`src/hw/rtl/assert_macros.svh`:
```
// Assertion shorthands for the RTL files; included by spdc_fsm.sv.
`ifndef ASSERT_MACROS_SVH
`define ASSERT_MACROS_SVH

// Checks that an implication holds at every clock edge outside reset.
`define SPDC_ASSERT(label, prop, msg) \
    label: assert property (@(posedge clk) disable iff (!rst_n) prop) else $error(msg);

// Checks that a condition holds at every clock edge, reset included.
`define SPDC_ASSERT_ALWAYS(label, cond, msg) \
    label: assert property (@(posedge clk) cond) else $error(msg);

`endif

```
`src/hw/rtl/spdc_pkg.sv`:
```
package spdc_pkg;

    localparam int TIMER_WIDTH = 16;
    localparam int DELTA_W     = 8;
    localparam int DUR_W       = 16;
    localparam int CFG_IDX_W   = 3;
    localparam int CFG_DATA_W  = 16;

    localparam logic signed [DELTA_W-1:0] ON_DELTA_RST  = 8'sd8;
    localparam logic signed [DELTA_W-1:0] OFF_DELTA_RST = 8'sd3;
    localparam logic [DUR_W-1:0] IDLE_MIN_RST = 16'd60;
    localparam logic [DUR_W-1:0] IDLE_MAX_RST = 16'd1440;
    localparam logic [DUR_W-1:0] PUMP_MIN_RST = 16'd1;
    localparam logic [DUR_W-1:0] PUMP_MAX_RST = 16'd600;

    typedef logic [TIMER_WIDTH-1:0] timer_t;

    typedef enum logic [2:0] {
        MODE_IDLE_MIN = 3'd0,
        MODE_IDLE     = 3'd1,
        MODE_PUMP_MIN = 3'd2,
        MODE_PUMPING  = 3'd3,
        MODE_CLEANING = 3'd4
    } mode_t;

    typedef enum logic [CFG_IDX_W-1:0] {
        CFG_ON_DELTA  = 3'd0,
        CFG_OFF_DELTA = 3'd1,
        CFG_IDLE_MIN  = 3'd2,
        CFG_IDLE_MAX  = 3'd3,
        CFG_PUMP_MIN  = 3'd4,
        CFG_PUMP_MAX  = 3'd5
    } cfg_idx_t;

    typedef struct packed {
        logic signed [DELTA_W-1:0] on_delta;
        logic signed [DELTA_W-1:0] off_delta;
        logic [DUR_W-1:0]          idle_min_ticks;
        logic [DUR_W-1:0]          idle_max_ticks;
        logic [DUR_W-1:0]          pump_min_ticks;
        logic [DUR_W-1:0]          pump_max_ticks;
    } cfg_t;

    // Duration loaded into the countdown on entry to a mode.
    function automatic timer_t mode_duration(input mode_t m, input cfg_t c);
        logic [DUR_W-1:0] d;
        unique case (m)
            MODE_IDLE_MIN: d = c.idle_min_ticks;
            MODE_IDLE:     d = c.idle_max_ticks;
            MODE_PUMP_MIN: d = c.pump_min_ticks;
            default:       d = c.pump_max_ticks;
        endcase
        return TIMER_WIDTH'(d);
    endfunction

    function automatic logic mode_pumps(input mode_t m);
        return (m == MODE_PUMP_MIN) || (m == MODE_PUMPING) || (m == MODE_CLEANING);
    endfunction

endpackage

```
`src/hw/rtl/spdc_if.sv`:
```
interface spdc_eval_if import spdc_pkg::*; ();
    logic                      valid;
    logic                      ready;
    logic                      tick;
    logic signed [DELTA_W-1:0] temp_delta;
    logic                      toggle_request;

    modport source (output valid, output tick, output temp_delta, output toggle_request,
                    input ready);
    modport sink (input valid, input tick, input temp_delta, input toggle_request,
                  output ready);
endinterface

interface spdc_result_if import spdc_pkg::*; ();
    logic        valid;
    logic        ready;
    logic        pump_on;
    logic [2:0]  mode;

    modport source (output valid, output pump_on, output mode, input ready);
    modport sink (input valid, input pump_on, input mode, output ready);
endinterface

```
`src/hw/rtl/solar_pump_differential_controller_unit.sv`:
```
// An accepted item is held in stage s1 and moves on into the result register when that
// register is free, so a result not taken stalls s1. Throughput: one item per cycle
// while results are taken; the state update is a single combinational pass.
// Reset (rst_n, asynchronous, active low): mode idle_min, countdown 60 ticks,
// all configuration registers at their default values, both stages empty.
module solar_pump_differential_controller_unit import spdc_pkg::*;
(
    input  logic                  clk,
    input  logic                  rst_n,
    input  logic                  cfg_we,
    input  logic [CFG_IDX_W-1:0]  cfg_index,
    input  logic [CFG_DATA_W-1:0] cfg_data,
    spdc_eval_if.sink             eval_ch,
    spdc_result_if.source         result_ch
);

    cfg_t cfg_reg;

    logic                      s1_valid_reg;
    logic                      s1_tick_reg;
    logic signed [DELTA_W-1:0] s1_delta_reg;
    logic                      s1_toggle_reg;

    logic  res_valid_reg;
    logic  res_pump_reg;
    mode_t res_mode_reg;

    logic  res_free;
    logic  step;
    logic  take;
    mode_t mode_next;

    assign res_free      = !res_valid_reg || result_ch.ready;
    assign step          = s1_valid_reg && res_free;
    assign eval_ch.ready = !s1_valid_reg || res_free;
    assign take          = eval_ch.valid && eval_ch.ready;

    always_ff @(posedge clk or negedge rst_n)
    begin
        if (!rst_n)
        begin
            cfg_reg.on_delta       <= ON_DELTA_RST;
            cfg_reg.off_delta      <= OFF_DELTA_RST;
            cfg_reg.idle_min_ticks <= IDLE_MIN_RST;
            cfg_reg.idle_max_ticks <= IDLE_MAX_RST;
            cfg_reg.pump_min_ticks <= PUMP_MIN_RST;
            cfg_reg.pump_max_ticks <= PUMP_MAX_RST;
        end
        else if (cfg_we)
        begin
            unique case (cfg_idx_t'(cfg_index))
                CFG_ON_DELTA:  cfg_reg.on_delta       <= signed'(cfg_data[DELTA_W-1:0]);
                CFG_OFF_DELTA: cfg_reg.off_delta      <= signed'(cfg_data[DELTA_W-1:0]);
                CFG_IDLE_MIN:  cfg_reg.idle_min_ticks <= cfg_data[DUR_W-1:0];
                CFG_IDLE_MAX:  cfg_reg.idle_max_ticks <= cfg_data[DUR_W-1:0];
                CFG_PUMP_MIN:  cfg_reg.pump_min_ticks <= cfg_data[DUR_W-1:0];
                CFG_PUMP_MAX:  cfg_reg.pump_max_ticks <= cfg_data[DUR_W-1:0];
                default:       ;
            endcase
        end
    end

    always_ff @(posedge clk or negedge rst_n)
    begin
        if (!rst_n)
        begin
            s1_valid_reg <= 1'b0;
        end
        else if (eval_ch.ready)
        begin
            s1_valid_reg <= eval_ch.valid;
        end
    end

    always_ff @(posedge clk)
    begin
        if (take)
        begin
            s1_tick_reg   <= eval_ch.tick;
            s1_delta_reg  <= eval_ch.temp_delta;
            s1_toggle_reg <= eval_ch.toggle_request;
        end
    end

    spdc_fsm u_fsm (
        .clk            (clk),
        .rst_n          (rst_n),
        .step           (step),
        .tick           (s1_tick_reg),
        .temp_delta     (s1_delta_reg),
        .toggle_request (s1_toggle_reg),
        .cfg            (cfg_reg),
        .mode_next      (mode_next)
    );

    // The result register refills in the same cycle in which its item is taken.
    always_ff @(posedge clk or negedge rst_n)
    begin
        if (!rst_n)
        begin
            res_valid_reg <= 1'b0;
        end
        else if (res_free)
        begin
            res_valid_reg <= s1_valid_reg;
        end
    end

    always_ff @(posedge clk)
    begin
        if (step)
        begin
            res_pump_reg <= mode_pumps(mode_next);
            res_mode_reg <= mode_next;
        end
    end

    assign result_ch.valid   = res_valid_reg;
    assign result_ch.pump_on = res_pump_reg;
    assign result_ch.mode    = res_mode_reg;

endmodule

```
`src/hw/rtl/spdc_fsm.sv`:
```
`include "assert_macros.svh"

module spdc_fsm import spdc_pkg::*;
(
    input  logic                      clk,
    input  logic                      rst_n,
    input  logic                      step,
    input  logic                      tick,
    input  logic signed [DELTA_W-1:0] temp_delta,
    input  logic                      toggle_request,
    input  cfg_t                      cfg,
    output mode_t                     mode_next
);

    mode_t  mode_reg;
    timer_t countdown_reg;
    timer_t countdown_dec;
    timer_t countdown_next;
    logic   alarm;
    logic   rule_enter;
    mode_t  rule_mode;
    logic   entering;

    always_comb
    begin
        countdown_dec = countdown_reg;
        if (tick && (countdown_reg != '0))
        begin
            countdown_dec = countdown_reg - timer_t'(1);
        end
        alarm = (countdown_dec == '0);

        rule_enter = 1'b0;
        rule_mode  = mode_reg;
        unique case (mode_reg)
            MODE_IDLE_MIN:
            begin
                if (alarm)
                begin
                    rule_enter = 1'b1;
                    rule_mode  = MODE_IDLE;
                end
            end
            MODE_IDLE:
            begin
                if (temp_delta >= cfg.on_delta)
                begin
                    rule_enter = 1'b1;
                    rule_mode  = MODE_PUMP_MIN;
                end
                else if (alarm)
                begin
                    rule_enter = 1'b1;
                    rule_mode  = MODE_CLEANING;
                end
            end
            MODE_PUMP_MIN:
            begin
                if (alarm)
                begin
                    rule_enter = 1'b1;
                    rule_mode  = MODE_PUMPING;
                end
            end
            MODE_PUMPING:
            begin
                if ((temp_delta <= cfg.off_delta) || alarm)
                begin
                    rule_enter = 1'b1;
                    rule_mode  = MODE_IDLE_MIN;
                end
            end
            MODE_CLEANING:
            begin
                if (alarm)
                begin
                    rule_enter = 1'b1;
                    rule_mode  = MODE_IDLE_MIN;
                end
            end
            default:
            begin
                rule_enter = 1'b1;
                rule_mode  = MODE_IDLE_MIN;
            end
        endcase

        // The manual toggle acts on the mode left by the rule above.
        entering  = rule_enter;
        mode_next = rule_mode;
        if (toggle_request)
        begin
            entering = 1'b1;
            if ((rule_mode == MODE_IDLE_MIN) || (rule_mode == MODE_IDLE))
            begin
                mode_next = MODE_PUMP_MIN;
            end
            else
            begin
                mode_next = MODE_IDLE_MIN;
            end
        end

        countdown_next = entering ? mode_duration(mode_next, cfg) : countdown_dec;
    end

    always_ff @(posedge clk or negedge rst_n)
    begin
        if (!rst_n)
        begin
            mode_reg      <= MODE_IDLE_MIN;
            countdown_reg <= TIMER_WIDTH'(IDLE_MIN_RST);
        end
        else if (step)
        begin
            mode_reg      <= mode_next;
            countdown_reg <= countdown_next;
        end
    end

    `SPDC_ASSERT(a_hold_without_item, !step |=> $stable(mode_reg) && $stable(countdown_reg), "state moved without an item")
    `SPDC_ASSERT(a_countdown_no_rise, (step && (mode_next == mode_reg)) |=> (countdown_reg <= $past(countdown_reg)), "countdown rose without a mode change")
    `SPDC_ASSERT(a_idle_min_exit, (step && (mode_reg == MODE_IDLE_MIN) && (mode_next == MODE_IDLE)) |-> alarm, "minimum idle left before its time")

endmodule
```
`src/flat_wrapper.sv`:
```
// flat-port wrapper written by rule: the top's interface ports become plain ports
module solar_pump_differential_controller_unit_flat import spdc_pkg::*;
  (clk, rst_n, cfg_we, cfg_index, cfg_data, eval_ch_valid, eval_ch_tick, eval_ch_temp_delta, eval_ch_toggle_request, eval_ch_ready, result_ch_valid, result_ch_pump_on, result_ch_mode, result_ch_ready);
  spdc_eval_if eval_ch_i ();
  spdc_result_if result_ch_i ();
  input  logic clk;
  input  logic rst_n;
  input  logic cfg_we;
  input  logic [CFG_IDX_W-1:0] cfg_index;
  input  logic [CFG_DATA_W-1:0] cfg_data;
  input wire logic [$bits(eval_ch_i.valid)-1:0] eval_ch_valid;
  input wire logic [$bits(eval_ch_i.tick)-1:0] eval_ch_tick;
  input wire logic [$bits(eval_ch_i.temp_delta)-1:0] eval_ch_temp_delta;
  input wire logic [$bits(eval_ch_i.toggle_request)-1:0] eval_ch_toggle_request;
  output wire logic [$bits(eval_ch_i.ready)-1:0] eval_ch_ready;
  output wire logic [$bits(result_ch_i.valid)-1:0] result_ch_valid;
  output wire logic [$bits(result_ch_i.pump_on)-1:0] result_ch_pump_on;
  output wire logic [$bits(result_ch_i.mode)-1:0] result_ch_mode;
  input wire logic [$bits(result_ch_i.ready)-1:0] result_ch_ready;
  assign eval_ch_i.valid = eval_ch_valid;
  assign eval_ch_i.tick = eval_ch_tick;
  assign eval_ch_i.temp_delta = eval_ch_temp_delta;
  assign eval_ch_i.toggle_request = eval_ch_toggle_request;
  assign eval_ch_ready = eval_ch_i.ready;
  assign result_ch_valid = result_ch_i.valid;
  assign result_ch_pump_on = result_ch_i.pump_on;
  assign result_ch_mode = result_ch_i.mode;
  assign result_ch_i.ready = result_ch_ready;
  solar_pump_differential_controller_unit u_core (.clk(clk), .rst_n(rst_n), .cfg_we(cfg_we), .cfg_index(cfg_index), .cfg_data(cfg_data), .eval_ch(eval_ch_i), .result_ch(result_ch_i));
endmodule
```
`config.mk`:
```
export PLATFORM = sky130hd
export DESIGN_NAME = solar_pump_differential_controller_unit_flat
export DESIGN_NICKNAME = d
export VERILOG_FILES = /design/src/hw/rtl/spdc_pkg.sv /design/src/hw/rtl/spdc_if.sv /design/src/hw/rtl/solar_pump_differential_controller_unit.sv /design/src/hw/rtl/spdc_fsm.sv /design/src/flat_wrapper.sv
export VERILOG_INCLUDE_DIRS = /design/src /design/src/hw/rtl
export SDC_FILE = /design/constraint.sdc
export NUM_CORES = 1
export LEC_CHECK = 0
export BUFFER_PORTS_ARGS = -buffer_cell sky130_fd_sc_hd__buf_2
export CORE_MARGIN = 2
export CORE_UTILIZATION = 52
export CTS_CLUSTER_DIAMETER = 200
export DETAILED_ROUTE_END_ITERATION = 16
export PLACE_DENSITY_LB_ADDON = 0.05
export SLEW_MARGIN = 20
export SYNTH_ARGS = -nofsm -noshare
export SYNTH_HDL_FRONTEND = slang
export SYNTH_SLANG_ARGS = --single-unit
```
`constraint.sdc`:
```
create_clock -name clk -period 5.05 [get_ports clk]
set_input_delay 0.2525 -clock clk [delete_from_list [all_inputs] [get_ports clk]]
set_output_delay 0.2525 -clock clk [all_outputs]
set_load 0.01 [all_outputs]
```
== Yosys cells after proc, flatten, opt, wreduce, memory -nomap -nowiden ==
Cells that the tools add are included.

* Output and inout bits: 6
* Input port bits: 34
* Word-level logic and storage cells: 73
* Register bits after elaboration: 115

* Reductions and logical operators: 24
* Add/sub/neg operators: 1
* Muxes and demuxes: 17
* Equal/unequal tests: 14
* $lt $le $gt $ge: 2

{| class="wikitable"
|+ Operators with widths
! kind !! count
|-
| $pmux W16 S3 || 1
|-
| $mux W16 || 2
|-
| $mux W3 || 7
|-
| $eq A3 B2 Y1 const B || 6
|-
| $logic_not A16 Y1 || 1
|-
| $reduce_bool A16 Y1 || 1
|-
| $sub A16 B1 Y16 const B || 1
|-
| $pmux W3 S5 || 1
|-
| $eq A3 B1 Y1 const B || 4
|-
| $eq A3 B3 Y1 const B || 4
|-
| $logic_not A3 Y1 || 4
|-
| $reduce_and A2 Y1 || 6
|-
| $ge A8 B8 Y1 || 1
|-
| $le A8 B8 Y1 || 1
|-
| $logic_or A1 B1 Y1 || 6
|-
| $mux W1 || 4
|-
| $logic_and A1 B1 Y1 || 3
|-
| $pmux W1 S3 || 1
|-
| $reduce_or A3 Y1 || 1
|-
| $logic_not A1 Y1 || 2
|-
| $mux W2 || 1
|}

== Depth between registers and ports, before layout ==
Gate-level depths: netlist of run 1.

* Depth in word-level cells: 14
* Gate-level depth with buffers: 13
* Gate-level depth less buffers: 11

== Hierarchy ==
From an unflattened synthesis of run 1, not the netlist that was laid out.

* Cells, all modules: 610
* Area, all modules: 6,905.4 µm²

{| class="wikitable"
|+ Modules (own cells, without submodules)
! module !! cells an instance !! seq. area each (µm²) !! instances !! area an instance (µm²)
|-
| solar_pump_differential_controller_unit || 198 || 2,492.4 || 1 || 3,666.0
|-
| spdc_fsm || 412 || 480.5 || 1 || 3,239.4
|}

== Least setup slack after synthesis of run 1 ==
No wires, ideal clock.

* Path type: register -> register
* From: register u_core.u_fsm.countdown_reg[9]
* To: register u_core.u_fsm.countdown_reg[11]
* Data required time: 4.921 ns
* Path buffers: 1
* Path slack: 1.567 ns
* Clock period less this slack: 3.483 ns
* Setup time: 0.129 ns
* Data arrival time: 3.354 ns
* Cell stages (with the launch flop): 11
* Cell sequence: dfrtp_1 > or4_4 > or3_4 > o2111a_2 > and3_1 > o211ai_4 > mux2_4 > a311o_1 > buf_6 > a221oi_2 > a31oi_1

* Word-level cells in the longest chain between the ends: 14
* Elaborated cells between the ends (all ways): 28
* Classes of those cells: add/sub (1); eq/ne (3); mux (17); reduce/logical (7)

{| class="wikitable"
|+ Ends and longest elaborated chain
! element !! line !! source
|-
| start, declared || spdc_fsm.sv:16 || <nowiki>timer_t countdown_reg;</nowiki>
|-
| start signal, assigned || spdc_fsm.sv:112 || <nowiki>countdown_reg <= TIMER_WIDTH'(IDLE_MIN_RST);</nowiki>
|-
| start signal, assigned || spdc_fsm.sv:117 || <nowiki>countdown_reg <= countdown_next;</nowiki>
|-
| branches (longest 2 deep; another with $sub A16 B1 Y16) || n/a ||
|-
| $mux W16 (*) || spdc_fsm.sv:27 || <nowiki>if (tick && (countdown_reg != '0))</nowiki>
|-
| $logic_not A16 Y1 || spdc_fsm.sv:31 || <nowiki>alarm = (countdown_dec == '0);</nowiki>
|-
| $mux W3 or $logic_or A1 B1 Y1 (tied branches) || spdc_fsm.sv:51, spdc_fsm.sv:67 ||
|-
| $mux W3, on equally long branches || spdc_fsm.sv:46, spdc_fsm.sv:67 ||
|-
| $pmux W3 S5 || spdc_fsm.sv:35 || <nowiki>unique case (mode_reg)</nowiki>
|-
| $eq A3 B1 Y1 or $logic_not A3 Y1 (tied branches) || spdc_fsm.sv:94 || <nowiki>if ((rule_mode == MODE_IDLE_MIN) || (rule_mode == MODE_IDLE))</nowiki>
|-
| $logic_or A1 B1 Y1 || spdc_fsm.sv:94 ||
|-
| $mux W2 || spdc_fsm.sv:94 ||
|-
| $mux W3 || spdc_fsm.sv:91 || <nowiki>if (toggle_request)</nowiki>
|-
| $eq A3 B2 Y1, or another cell as far along || spdc_pkg.sv:47 || <nowiki>unique case (m)</nowiki>
|-
| $pmux W16 S3 || spdc_pkg.sv:47 ||
|-
| $mux W16 (*) || spdc_fsm.sv:104 || <nowiki>countdown_next = entering ? mode_duration(mode_next, cfg) : countdown_dec;</nowiki>
|}

Every way passes the cells marked *.
A chain may end at the register's enable or synchronous reset.

== Final worst setup path of run 1 ==
* From: register u_core.u_fsm.countdown_reg[0]
* To: register u_core.u_fsm.countdown_reg[0]

The elaborated chain is that of the path after synthesis.

==> results by group, run 1 <==
Floorplanning
  – Number of placement rows: 39
  – Die ar.: 12,500 um^2
  – Die H: 112 um
  – Die X: 112 um
  – Core area: 11,400 um^2
  – Top Ports: 40
  – Initial Util: 0.530

Routing
  – Post-route ant nets: 0
  – Met1 Wirelength: 7340 um
  – Remaining DRCs: 0
  – Post-DR wirelength/cell: 20.7 um
  – Routed met3 length: 777 um
  – Via count: 4,521
  – First-pass detailed-route iteration total: 5
  – Initial DRC Count: 348
  – Detailed Route WL: 15,200 um
  – Uppermost routed layer: met4
  – Avg Vias per Cell: 6.15
  – Met2 Wirelength: 6890 um

Placement
  – Final HPWL DP: 9840 um
  – PortBufs: 39
  – Gpl congestion: 0.923
  – DP Worst Slack: 1.02 ns

STA
  – Total Neg Setup Slack: 0 ns
  – Final setup vio count: 0
  – Worst Max-Slew Pin Slew: 1.06 ns
  – Hold Vio Cnt, Final: 0
  – Share of the clock period used by the worst path: 0.803
  – Crit path time final: 4.06 ns
  – Max Transition Viols Final: 0
  – PnR worst setup slack: 0.995 ns
  – Fmax: 247 MHz
  – Slew HR: 0.292
  – RSZ-0062 raised after global routing: false
  – Post-Route Skew: 0.00754 ns

Hold path
  – Worst Hold Depth: 1
  – Hold WC Path Type: in -> reg

Finish
  – Commonest non-fill, non-tap cell in the layout: dfrtp_1
  – Max reg flops: 80
  – Area Growth Syn to Fin: 16.3%
  – Fin nets: 630
  – Antenna Cells: 0
  – Commonest non-fill, non-tap cells in the layout: dfrtp_1 (81), mux2_2 (67), nand2_1 (42)
  – Share of cells above drive strength 1: 0.321

CTS
  – Clk root buf: clkbuf_16
  – CTS tree: yes
  – H-tree depth: 4
  – Post-CTS resize count: 0
  – Clock Pin Slew Worst Setup and Hold Paths: 0.05 ns
  – Hold_buf cts: 4
  – # Post-CTS Setup Buffers: 0
  – Worst skew pair latency: 0.41 ns
  – Clock sink total: 115
  – Clock buffer depth: 2
  – Num CTS Buffers: 17

Pwr
  – Seq pwr share: 0.422
  – Clk pwr share: 0.362
  – Max IR drop VDD: 399 uV
  – Psw: 0.000994 W
  – Comb power frac: 0.216
  – Switching Share: 0.306
  – P_int: 0.00226 W
  – Total design power: 0.00325 W
  – PwrDens: 464 nW/um^2
  – Static Leak: 2.90 nW

Global route
  – Gr usage total: 0.257
  – Largest net degree at the start of global routing: 62
  – Gr ovfl total: 0
  – Global-route wire length before repair: 24,900 um
  – Initial antenna violation count: 0
  – Via count of the first global-routing pass: 4,629

Worst setup path
  – WP data required: 5.33 ns
  – Crit-path max FO: 16
  – Critical path launch point type: flop
  – Crit path DAT: 4.34 ns
  – Number of cells on the worst reg-to-reg path: 11
  – CP Class: reg -> reg
  – CP Capture Type: flop
  – Reg-to-reg slack, setup: 0.99 ns

Synthesis
  – Syn nets: 588
  – Syn Std Cell Area: 6030 um^2
  – Post-synthesis cell type count: 67
  – Post-synthesis area per instance: 11.2 um^2
  – Cells after synthesis: 537
  – Top FF cell, synth: dfrtp_1
  – Sequential area share after synthesis: 0.493
  – Ys async rst share: 0.878
  – Flops & latches, synth: 115
  – Ys Warns: 0
  – EDFF count, synth: 14

Job
  – Max-Cap Viols: 0

Outcome
  – Status: finished, final reports clean
==> synth_stat cells, drive strengths merged (3+ instances only) <==
cell type / n / area (um^2)
inv: 23 / 86.3
edfxtp: 14 / 420
and2: 6 / 37.5
nor3: 13 / 70.1
dfstp: 20 / 526
or3: 4 / 30.0
o21a: 8 / 60.1
o21ai: 31 / 155
mux2: 68 / 769
nand3: 10 / 50.1
dfrtp: 81 / 2030
nand3b: 17 / 128
or2: 3 / 18.8
xnor2: 3 / 26.3
nand2: 42 / 158
a211oi: 4 / 30.0
buf: 7 / 38.8
a32oi: 4 / 35.0
a21oi: 10 / 50.1
clkbuf: 19 / 71.3
nor2b: 4 / 25.0
nand4: 19 / 119
and3: 4 / 25.0
a221oi: 17 / 211
o22ai: 10 / 62.6
a31oi: 14 / 87.6
ha: 17 / 213
a21o: 3 / 22.5
nor2: 19 / 73.8
o211ai: 3 / 36.3
nand2b: 7 / 43.8
nor3b: 3 / 22.5
==> path summary, 6_finish.rpt <==
| path | start | endpoint |
|---|---|---|
| worst max-delay path | u_core.u_fsm.countdown_reg[0] | u_core.u_fsm.countdown_reg[0] |
| worst min-delay path | eval_ch_temp_delta[5] | u_core.s1_delta_reg[5] |
| worst max register to register | u_core.u_fsm.countdown_reg[0] | u_core.u_fsm.countdown_reg[0] |
| worst min register to register | u_core.s1_valid_reg | u_core.result_ch.valid |
| max in group asynchronous | rst_n | u_core.u_fsm.countdown_reg[2] |
| min in group asynchronous | rst_n | u_core.cfg_reg[66] |
==> metal layers <==
metal | vias to the layer above | global-route usage
met3 | 12 | 0.0621
met2 | 129 | 0.392
met5 | - | 0
met1 | 2271 | 0.366
met4 | 0 | 0.0807
li1 | 2109 | -
==> metrics by stage <==
stage               hold WS (ns)  cell area (um^2)  std cells  utilization
global route             0.00197              7010        735        0.616
global placement           0.376              6340        696        0.558
CTS                     0.000340              6970        732        0.613
finish                    0.0138              7010        735        0.616
detailed placement         0.383              6340        696        0.558
floorplan                -0.0431              6030        537            -
==> layout make-up <==
type | count | area (um^2)
clock inverter | 7 | 68.8
inverter | 23 | 86.3
clock buffer | 25 | 518
multi-input combinational | 373 | 2880
timing repair buffer | 49 | 298
sequential | 115 | 2970
tap | 143 | 179
fill | 918 | 4360
==> worst max-delay path, stage by stage (launching register included) <==
cell	delay, ns
dfrtp_1	0.44
inv_1	0.08
ha_1	0.31
or3b_2	0.51
nor2_1	0.26
nand2_1	0.15
a32oi_1	0.40
o211ai_4	0.21
nand2_1	0.31
nand2_1	0.64
a221oi_1	0.49
a31oi_1	0.13
==> kinds of logic (layout without fill, tap and decap cells) <==
| kind of cell | after synthesis | count (layout) | share of synthesized area |
|---|---|---|---|
| xor+xnor | 3 | 3 | 0.00436 |
| flops | 115 | 115 | 0.493 |
| mux | 69 | 69 | 0.129 |
| compound gates | 120 | 120 | 0.150 |
| buf+inv | 49 | 104 | 0.0326 |
| simple gates | 164 | 164 | 0.155 |
| fa+ha+maj | 17 | 17 | 0.0353 |
==> power by group through the flow <==
stage	logic (W)	clock network (W)	registers, W
finish	0.000702	0.00118	0.00137
global route	0.000779	0.00124	0.00140
CTS	0.000689	0.00119	0.00137
detailed placement	0.000681	0	0.00138
global placement	0.000663	0	0.00138
floorplan	0.000530	0	0.00131
(Power assumes the default switching activity.)
==> run 2, diff against run 1 <==
Clock period 5.05 ns to 4.1 ns, I/O delays scaled along.
==> run 2 against run 1 <==
  * Sequential cell count unchanged
  * Wire length decreased by 3.3%
  * Critical path type unchanged
  * Final cell count increased by 3.0%
  * Critical endpoint is now u_core.u_fsm.countdown_reg[6]
  * Largest cell class unchanged
  * Utilization increased by 1.4 points
==> results by group, run 2 (same netlist as run 1, synthesis figures left out) <==
Worst setup path
  – Number of cells on the worst reg-to-reg path: 12 (+1)
  – Critical R2R Launch: u_core.u_fsm.countdown_reg[0]
  – Crit path DAT: 4.00 ns (-0.34 ns)
  – WP data required: 4.39 ns (-0.94 ns)
  – CP Capture Type: flop
  – Reg-to-reg slack, setup: 0.40 ns (-0.60 ns)
  – Critical path launch point type: flop
  – CP Class: reg -> reg
  – Crit-path max FO: 16 (unchanged)
  – R2r endpoint: u_core.u_fsm.countdown_reg[6]

STA
  – Fmax: 270 MHz (+9.5%)
  – Slew HR: 0.310 (+0.0188)
  – Final setup vio count: 0 (unchanged)
  – PnR worst setup slack: 0.397 ns (-0.598 ns)
  – Hold Vio Cnt, Final: 0 (unchanged)
  – RSZ-0062 raised after global routing: false
  – Total Neg Setup Slack: 0 ns (unchanged)
  – Share of the clock period used by the worst path: 0.903 (+0.100)
  – Crit path time final: 3.70 ns (-0.352 ns)
  – Max Transition Viols Final: 0 (unchanged)
  – Hold slack: 0.0532 ns (+0.0394 ns)
  – Worst Max-Slew Pin Slew: 1.03 ns (-0.0282 ns)
  – Post-Route Skew: 0.0153 ns (+0.00777 ns)

Finish
  – Antenna Cells: 0 (unchanged)
  – Fin nets: 652 (+3.5%)
  – Commonest non-fill, non-tap cells in the layout: dfrtp_1 (81), mux2_2 (67), nand2_1 (42)
  – Share of cells above drive strength 1: 0.337 (+0.0162)
  – Area Growth Syn to Fin: 18.9%
  – FILL cells: 897 (-2.3%)
  – Commonest non-fill, non-tap cell in the layout: dfrtp_1
  – Max reg flops: 80 (unchanged)

Hold path
  – Hold Path End: u_core.cfg_reg[75]
  – Hold WC Path Type: in -> reg
  – Hold wc startpoint: cfg_data[3]
  – Worst Hold Depth: 3 (+2)

CTS
  – CTS tree: yes
  – Clk root buf: clkbuf_16
  – Clock sink total: 115 (unchanged)
  – Post-CTS resize count: 0 (unchanged)
  – Worst skew pair latency: 0.42 ns (about the same)
  – Num CTS Buffers: 17 (unchanged)
  – Clock buffer depth: 2 (unchanged)
  – Clock Pin Slew Worst Setup and Hold Paths: 0.06 ns (about the same)
  – H-tree depth: 4 (unchanged)

Pwr
  – P_int: 0.00272 W (+20%)
  – Seq pwr share: 0.423 (about the same)
  – PwrDens: 557 nW/um^2 (+20%)
  – Psw: 0.00127 W (+28%)
  – Total design power: 0.00399 W (+23%)
  – Comb power frac: 0.227 (+0.011)
  – Static Leak: 2.99 nW (+3.0%)
  – Switching Share: 0.318 (+0.0126)
  – Clk pwr share: 0.350 (-0.012)
  – Max IR drop VDD: 401 uV (+0.48%)

Global route
  – Gr ovfl total: 0 (unchanged)
  – Global-route wire length before repair: 24,300 um (-2.1%)
  – Largest net degree at the start of global routing: 80 (+29%)
  – GRT Max-Usage Layer: met1
  – Initial antenna violation count: 0 (unchanged)
  – Global routing met3 resource utilization: 0.0631 (+0.00109)
  – Gr usage total: 0.252 (-0.00560)
  – Met2 Use GR: 0.362 (-0.0299)
  – Via count of the first global-routing pass: 4,700 (+1.5%)
  – GR Util met1: 0.365 (-0.00108)

Outcome
  – Status: finished, final reports clean

Routing
  – Initial DRC Count: 297 (-15%)
  – First-pass detailed-route iteration total: 5 (unchanged)
  – Remaining DRCs: 0 (unchanged)
  – Via count: 4,592 (+1.6%)
  – Post-DR wirelength/cell: 19.4 um (-6.1%)
  – Avg Vias per Cell: 6.07 (-1.4%)
  – Post-route ant nets: 0 (unchanged)
  – Detailed Route WL: 14,700 um (-3.3%)

Floorplanning
  – Initial Util: 0.530 (unchanged)
  – Top Ports: 40 (unchanged)
  – Die ar.: 12,500 um^2 (unchanged)
  – Die H: 112 um (unchanged)
  – Core area: 11,400 um^2 (unchanged)
  – Die X: 112 um (unchanged)
  – Number of placement rows: 39 (unchanged)

Job
  – Max-Cap Viols: 0 (unchanged)

Placement
  – Final HPWL DP: 10,000 um (+1.7%)
  – PortBufs: 39 (unchanged)
  – DP Worst Slack: 0.496 ns (-0.520 ns)
  – Gpl congestion: 1.00 (+8.4%)
==> run 2: changes by cell type in the layout (fill, tap and decap cells not counted), moves of 2 or more <==
| cell | previous run | this run |
|---|---|---|
| inv_6 | 1 | 4 |
| clkbuf_16 | 19 | 17 |
| dlygate4sd3_1 | 4 | 12 |
| clkbuf_1 | 4 | 0 |
| clkinv_4 | 0 | 2 |
| buf_4 | 4 | 18 |
==> run 2: per-stage QoR <==
stage	util	area, um^2	instances
6_report	0.630	7160	757
5_1_grt	0.630	7160	757
4_1_cts	0.628	7140	755
3_5_place_dp	0.567	6450	711
3_3_place_gp	0.567	6450	711
2_1_floorplan	-	6030	537
==> run 2: what timing repair did <==
item	4_1_cts	5_1_grt
hold endpoints to repair	26	0
hold buffers	12	0
setup buffers	0	0
==> run 2: how the worst max path moves through the flow <==
stage                                               from                              to  slack [ns]  cells after the start
final                      u_core.u_fsm.countdown_reg[0]   u_core.u_fsm.countdown_reg[6]        0.40                     12
after global routing       u_core.u_fsm.countdown_reg[0]   u_core.u_fsm.countdown_reg[0]        0.17                     12
after CTS                  u_core.u_fsm.countdown_reg[0]   u_core.u_fsm.countdown_reg[6]        0.47                     12
after detailed placement   u_core.u_fsm.countdown_reg[0]   u_core.u_fsm.countdown_reg[6]        0.50                     12
after global placement    u_core.u_fsm.countdown_reg[12]   u_core.u_fsm.countdown_reg[6]        0.60                     10
after floorplan            u_core.u_fsm.countdown_reg[9]  u_core.u_fsm.countdown_reg[11]        0.62                     10
==> run 2: area by class of cell <==
cell class              count  area [um^2]  area share
flip-flops and latches    115         2970       0.415
well taps                 143          179      0.0250
clock inverters            14          126      0.0176
multi-input cells         373         2880       0.402
inverters                  23         86.3      0.0121
repair buffers             71          479      0.0669
clock buffers              18          439      0.0613
==> run 2: critical path, stage by stage, from the launching register on <==
cell and delay, ns:
dfrtp_1 0.45, inv_1 0.09, ha_1 0.28, or3b_2 0.51
nor4b_1 0.25, o21ai_0 0.14, a32oi_1 0.37, o211ai_4 0.14
mux2_4 0.35, a311o_1 0.32, buf_4 0.23, a221oi_1 0.29
a32oi_1 0.14
==> run 2: power groups by stage <==
stage          registers [W]  logic [W]  clock network (W)
3_5_place_dp         0.00170   0.000884                  0
6_report             0.00169   0.000906            0.00140
3_3_place_gp         0.00169   0.000868                  0
5_1_grt              0.00172    0.00101            0.00147
4_1_cts              0.00168   0.000901            0.00142
2_1_floorplan        0.00161   0.000652                  0
==> run 2: metal layers <==
layer	vias up	share of wire
li1	2154	-
met1	2275	0.49
met2	142	0.44
met3	21	0.053
met4	0	0.023
met5	-	0
==> run 3, diff against run 2 <==
Settings changed: CTS_BUF_LIST set to sky130_fd_sc_hd__clkbuf_8, PLACE_DENSITY set to 0.77, PLACE_DENSITY_LB_ADDON 0.05 to unset.
==> run 3 against run 2 <==
  * Largest cell class unchanged
  * Total power shrank 8.5%
  * Critical path depth is the same
  * Setup slack lost 0.013 ns
  * Count of clock-buffer cells in the layout is the same
  * Clock power shrank 25%
  * Clock skew is essentially flat
  * Utilization shrank 1.8 points
  * Register-to-register slack is essentially flat
  * Non-clock buffer count shrank 3
  * Critical path type unchanged
  * Fmax shrank 0.35%
==> results by group, run 3 (same netlist as run 1, synthesis figures left out) <==
Global route
  – GRT Max-Usage Layer: met2
  – Gr ovfl total: 0 (unchanged)
  – Met2 Use GR: 0.414 (+0.0517)
  – Global routing met3 resource utilization: 0.0484 (-0.0147)
  – Via count of the first global-routing pass: 4,834 (+2.9%)
  – Largest net degree at the start of global routing: 71 (-11%)
  – GR Util met1: 0.335 (-0.0301)
  – Gr usage total: 0.250 (-0.00114)
  – Initial antenna violation count: 0 (unchanged)
  – Global-route wire length before repair: 24,600 um (+0.96%)

Worst setup path
  – Crit-path max FO: 16 (unchanged)
  – Number of cells on the worst reg-to-reg path: 12 (unchanged)
  – R2r endpoint: u_core.u_fsm.countdown_reg[0]
  – CP Capture Type: flop
  – Worst stage delay on the critical path: 0.46 ns (-0.05 ns)
  – Crit path DAT: 4.02 ns (+0.02 ns)
  – Crit path max-delay family: simple AND/OR/NAND/NOR gates
  – Worst path slowest cell: nor4bb_1
  – CP Class: reg -> reg
  – Crit path buffers/inverters: 2 (unchanged)
  – Reg-to-reg slack, setup: 0.38 ns (about the same)
  – Critical R2R Launch: u_core.u_fsm.countdown_reg[0]
  – Critical path launch point type: flop
  – CP Cell Sequence: inv_1, ha_1, nor4bb_1, and3_1, a21oi_1, nor4_4, o211ai_4, mux2_4, a311o_1, buf_4, a221oi_1, a31oi_1
  – WP data required: 4.40 ns (about the same)

Outcome
  – Status: finished, final reports clean

CTS
  – CTS tree: yes
  – # Post-CTS Setup Buffers: 0 (unchanged)
  – Clk root buf: clkbuf_8
  – Clock sink total: 115 (unchanged)
  – Post-CTS resize count: 0 (unchanged)
  – Clock buffer depth: 2 (unchanged)
  – Hold_buf cts: 12 (unchanged)
  – H-tree depth: 4 (unchanged)
  – Num CTS Buffers: 17 (unchanged)
  – Clock Pin Slew Worst Setup and Hold Paths: 0.07 ns (about the same)
  – Worst skew pair latency: 0.44 ns (+0.02 ns)

Finish
  – Share of cells above drive strength 1: 0.334 (-0.00325)
  – Commonest non-fill, non-tap cells in the layout: dfrtp_1 (81), mux2_2 (67), nand2_1 (42)
  – Commonest non-fill, non-tap cell in the layout: dfrtp_1
  – Fin nets: 649 (-0.46%)
  – Max reg flops: 80 (unchanged)
  – Antenna Cells: 0 (unchanged)
  – Area Growth Syn to Fin: 15.4%
  – Final core occ: 0.612 (-0.0183)
  – FILL cells: 913 (+1.8%)
  – Post-route cell area: 6950 um^2 (-2.9%)
  – Area of the multi-input gates: 2870 um^2 (-0.43%)
  – Register area: 2970 um^2 (unchanged)

Floorplanning
  – Core area: 11,400 um^2 (unchanged)
  – Die ar.: 12,500 um^2 (unchanged)
  – Number of placement rows: 39 (unchanged)
  – Die H: 112 um (unchanged)
  – Die X: 112 um (unchanged)
  – Initial Util: 0.530 (unchanged)
  – Top Ports: 40 (unchanged)

Routing
  – Via count: 4,718 (+2.7%)
  – Post-DR wirelength/cell: 19.8 um (+2.4%)
  – Post-route ant nets: 0 (unchanged)
  – Detailed Route WL: 15,000 um (+1.9%)
  – Remaining DRCs: 0 (unchanged)
  – Initial DRC Count: 376 (+27%)
  – Avg Vias per Cell: 6.26 (+3.2%)
  – First-pass detailed-route iteration total: 5 (unchanged)

STA
  – Share of the clock period used by the worst path: 0.906 (+0.00320)
  – Fmax: 269 MHz (-0.35%)
  – Final setup vio count: 0 (unchanged)
  – RSZ-0062 raised after global routing: false
  – Hold Vio Cnt, Final: 0 (unchanged)
  – Max Transition Viols Final: 0 (unchanged)
  – Crit path time final: 3.72 ns (+0.0131 ns)
  – Worst Max-Slew Pin Slew: 1.12 ns (+0.0898 ns)
  – Slew HR: 0.247 (-0.0631)
  – Total Neg Setup Slack: 0 ns (unchanged)
  – Post-Route Skew: 0.0158 ns (+0.000488 ns)

Hold path
  – Hold Path End: u_core.cfg_reg[40]
  – Hold wc startpoint: cfg_data[8]
  – Hold WC Path Type: in -> reg
  – Worst Hold Depth: 2 (-1)

Pwr
  – Comb power frac: 0.245 (+0.018)
  – Switching Share: 0.337 (+0.0189)
  – Max IR drop VDD: 261 uV (-35%)
  – PwrDens: 525 nW/um^2 (-5.7%)
  – Psw: 0.00123 W (-3.0%)
  – P_int: 0.00242 W (-11%)
  – Clk pwr share: 0.288 (-0.062)
  – Static Leak: 2.89 nW (-3.3%)
  – Total design power: 0.00365 W (-8.5%)
  – Seq pwr share: 0.467 (+0.044)

Placement
  – Gpl congestion: 0.958 (-4.2%)
  – DP Area: 6420 um^2 (-0.43%)
  – PortBufs: 39 (unchanged)
  – Final HPWL DP: 10,000 um (+0.12%)

Job
  – Max-Cap Viols: 0 (unchanged)
run 3: cell count changes in the layout (fill, tap and decap cells not counted), sizes merged:
cell	before	now
clkinvlp	3	2
clkinv	5	6
bufinv	1	2
buf	59	56
inv	28	27
run 3: power groups by stage:
stage	Combinational [W]	Clock, W	Sequential [W]
6_report	0.000893	0.00105	0.00171
5_1_grt	0.000981	0.00112	0.00173
4_1_cts	0.000886	0.00106	0.00169
3_5_place_dp	0.000860	0	0.00171
3_3_place_gp	0.000818	0	0.00170
2_1_floorplan	0.000652	0	0.00161
run 3: routing by layer:
metal / share of wire / wire [um]
met5: 0 / 0
met4: 0.011 / 172
met3: 0.052 / 778
met2: 0.50 / 7420
met1: 0.44 / 6590
run 3: worst max-delay path by stage:
stage,startpoint,to,cells past startpoint
after floorplan,u_core.u_fsm.countdown_reg[9],u_core.u_fsm.countdown_reg[11],10
after global placement,u_core.u_fsm.countdown_reg[9],u_core.u_fsm.countdown_reg[6],10
after detailed placement,u_core.u_fsm.countdown_reg[0],u_core.u_fsm.countdown_reg[0],12
after CTS,u_core.u_fsm.countdown_reg[9],u_core.u_fsm.countdown_reg[0],10
after global routing,u_core.u_fsm.countdown_reg[0],u_core.u_fsm.countdown_reg[0],12
final,u_core.u_fsm.countdown_reg[0],u_core.u_fsm.countdown_reg[0],12
run 3: cell type report:
class / instances / area share
clock inverters: 14 / 0.0220
clock buffers: 18 / 0.0356
well taps: 143 / 0.0257
multi-input cells: 373 / 0.412
repair buffers: 68 / 0.0646
inverters: 23 / 0.0124
flip-flops and latches: 115 / 0.427
run 3: through the flow:
step / worst slack (ns) / instances / hold slack [ns]
after floorplan: 0.617 / 537 / -0.0906
after global placement: 0.548 / 709 / 0.361
after detailed placement: 0.486 / 709 / 0.368
after CTS: 0.444 / 753 / 0.0223
after global routing: 0.141 / 754 / 0.0221
final: 0.384 / 754 / 0.0374
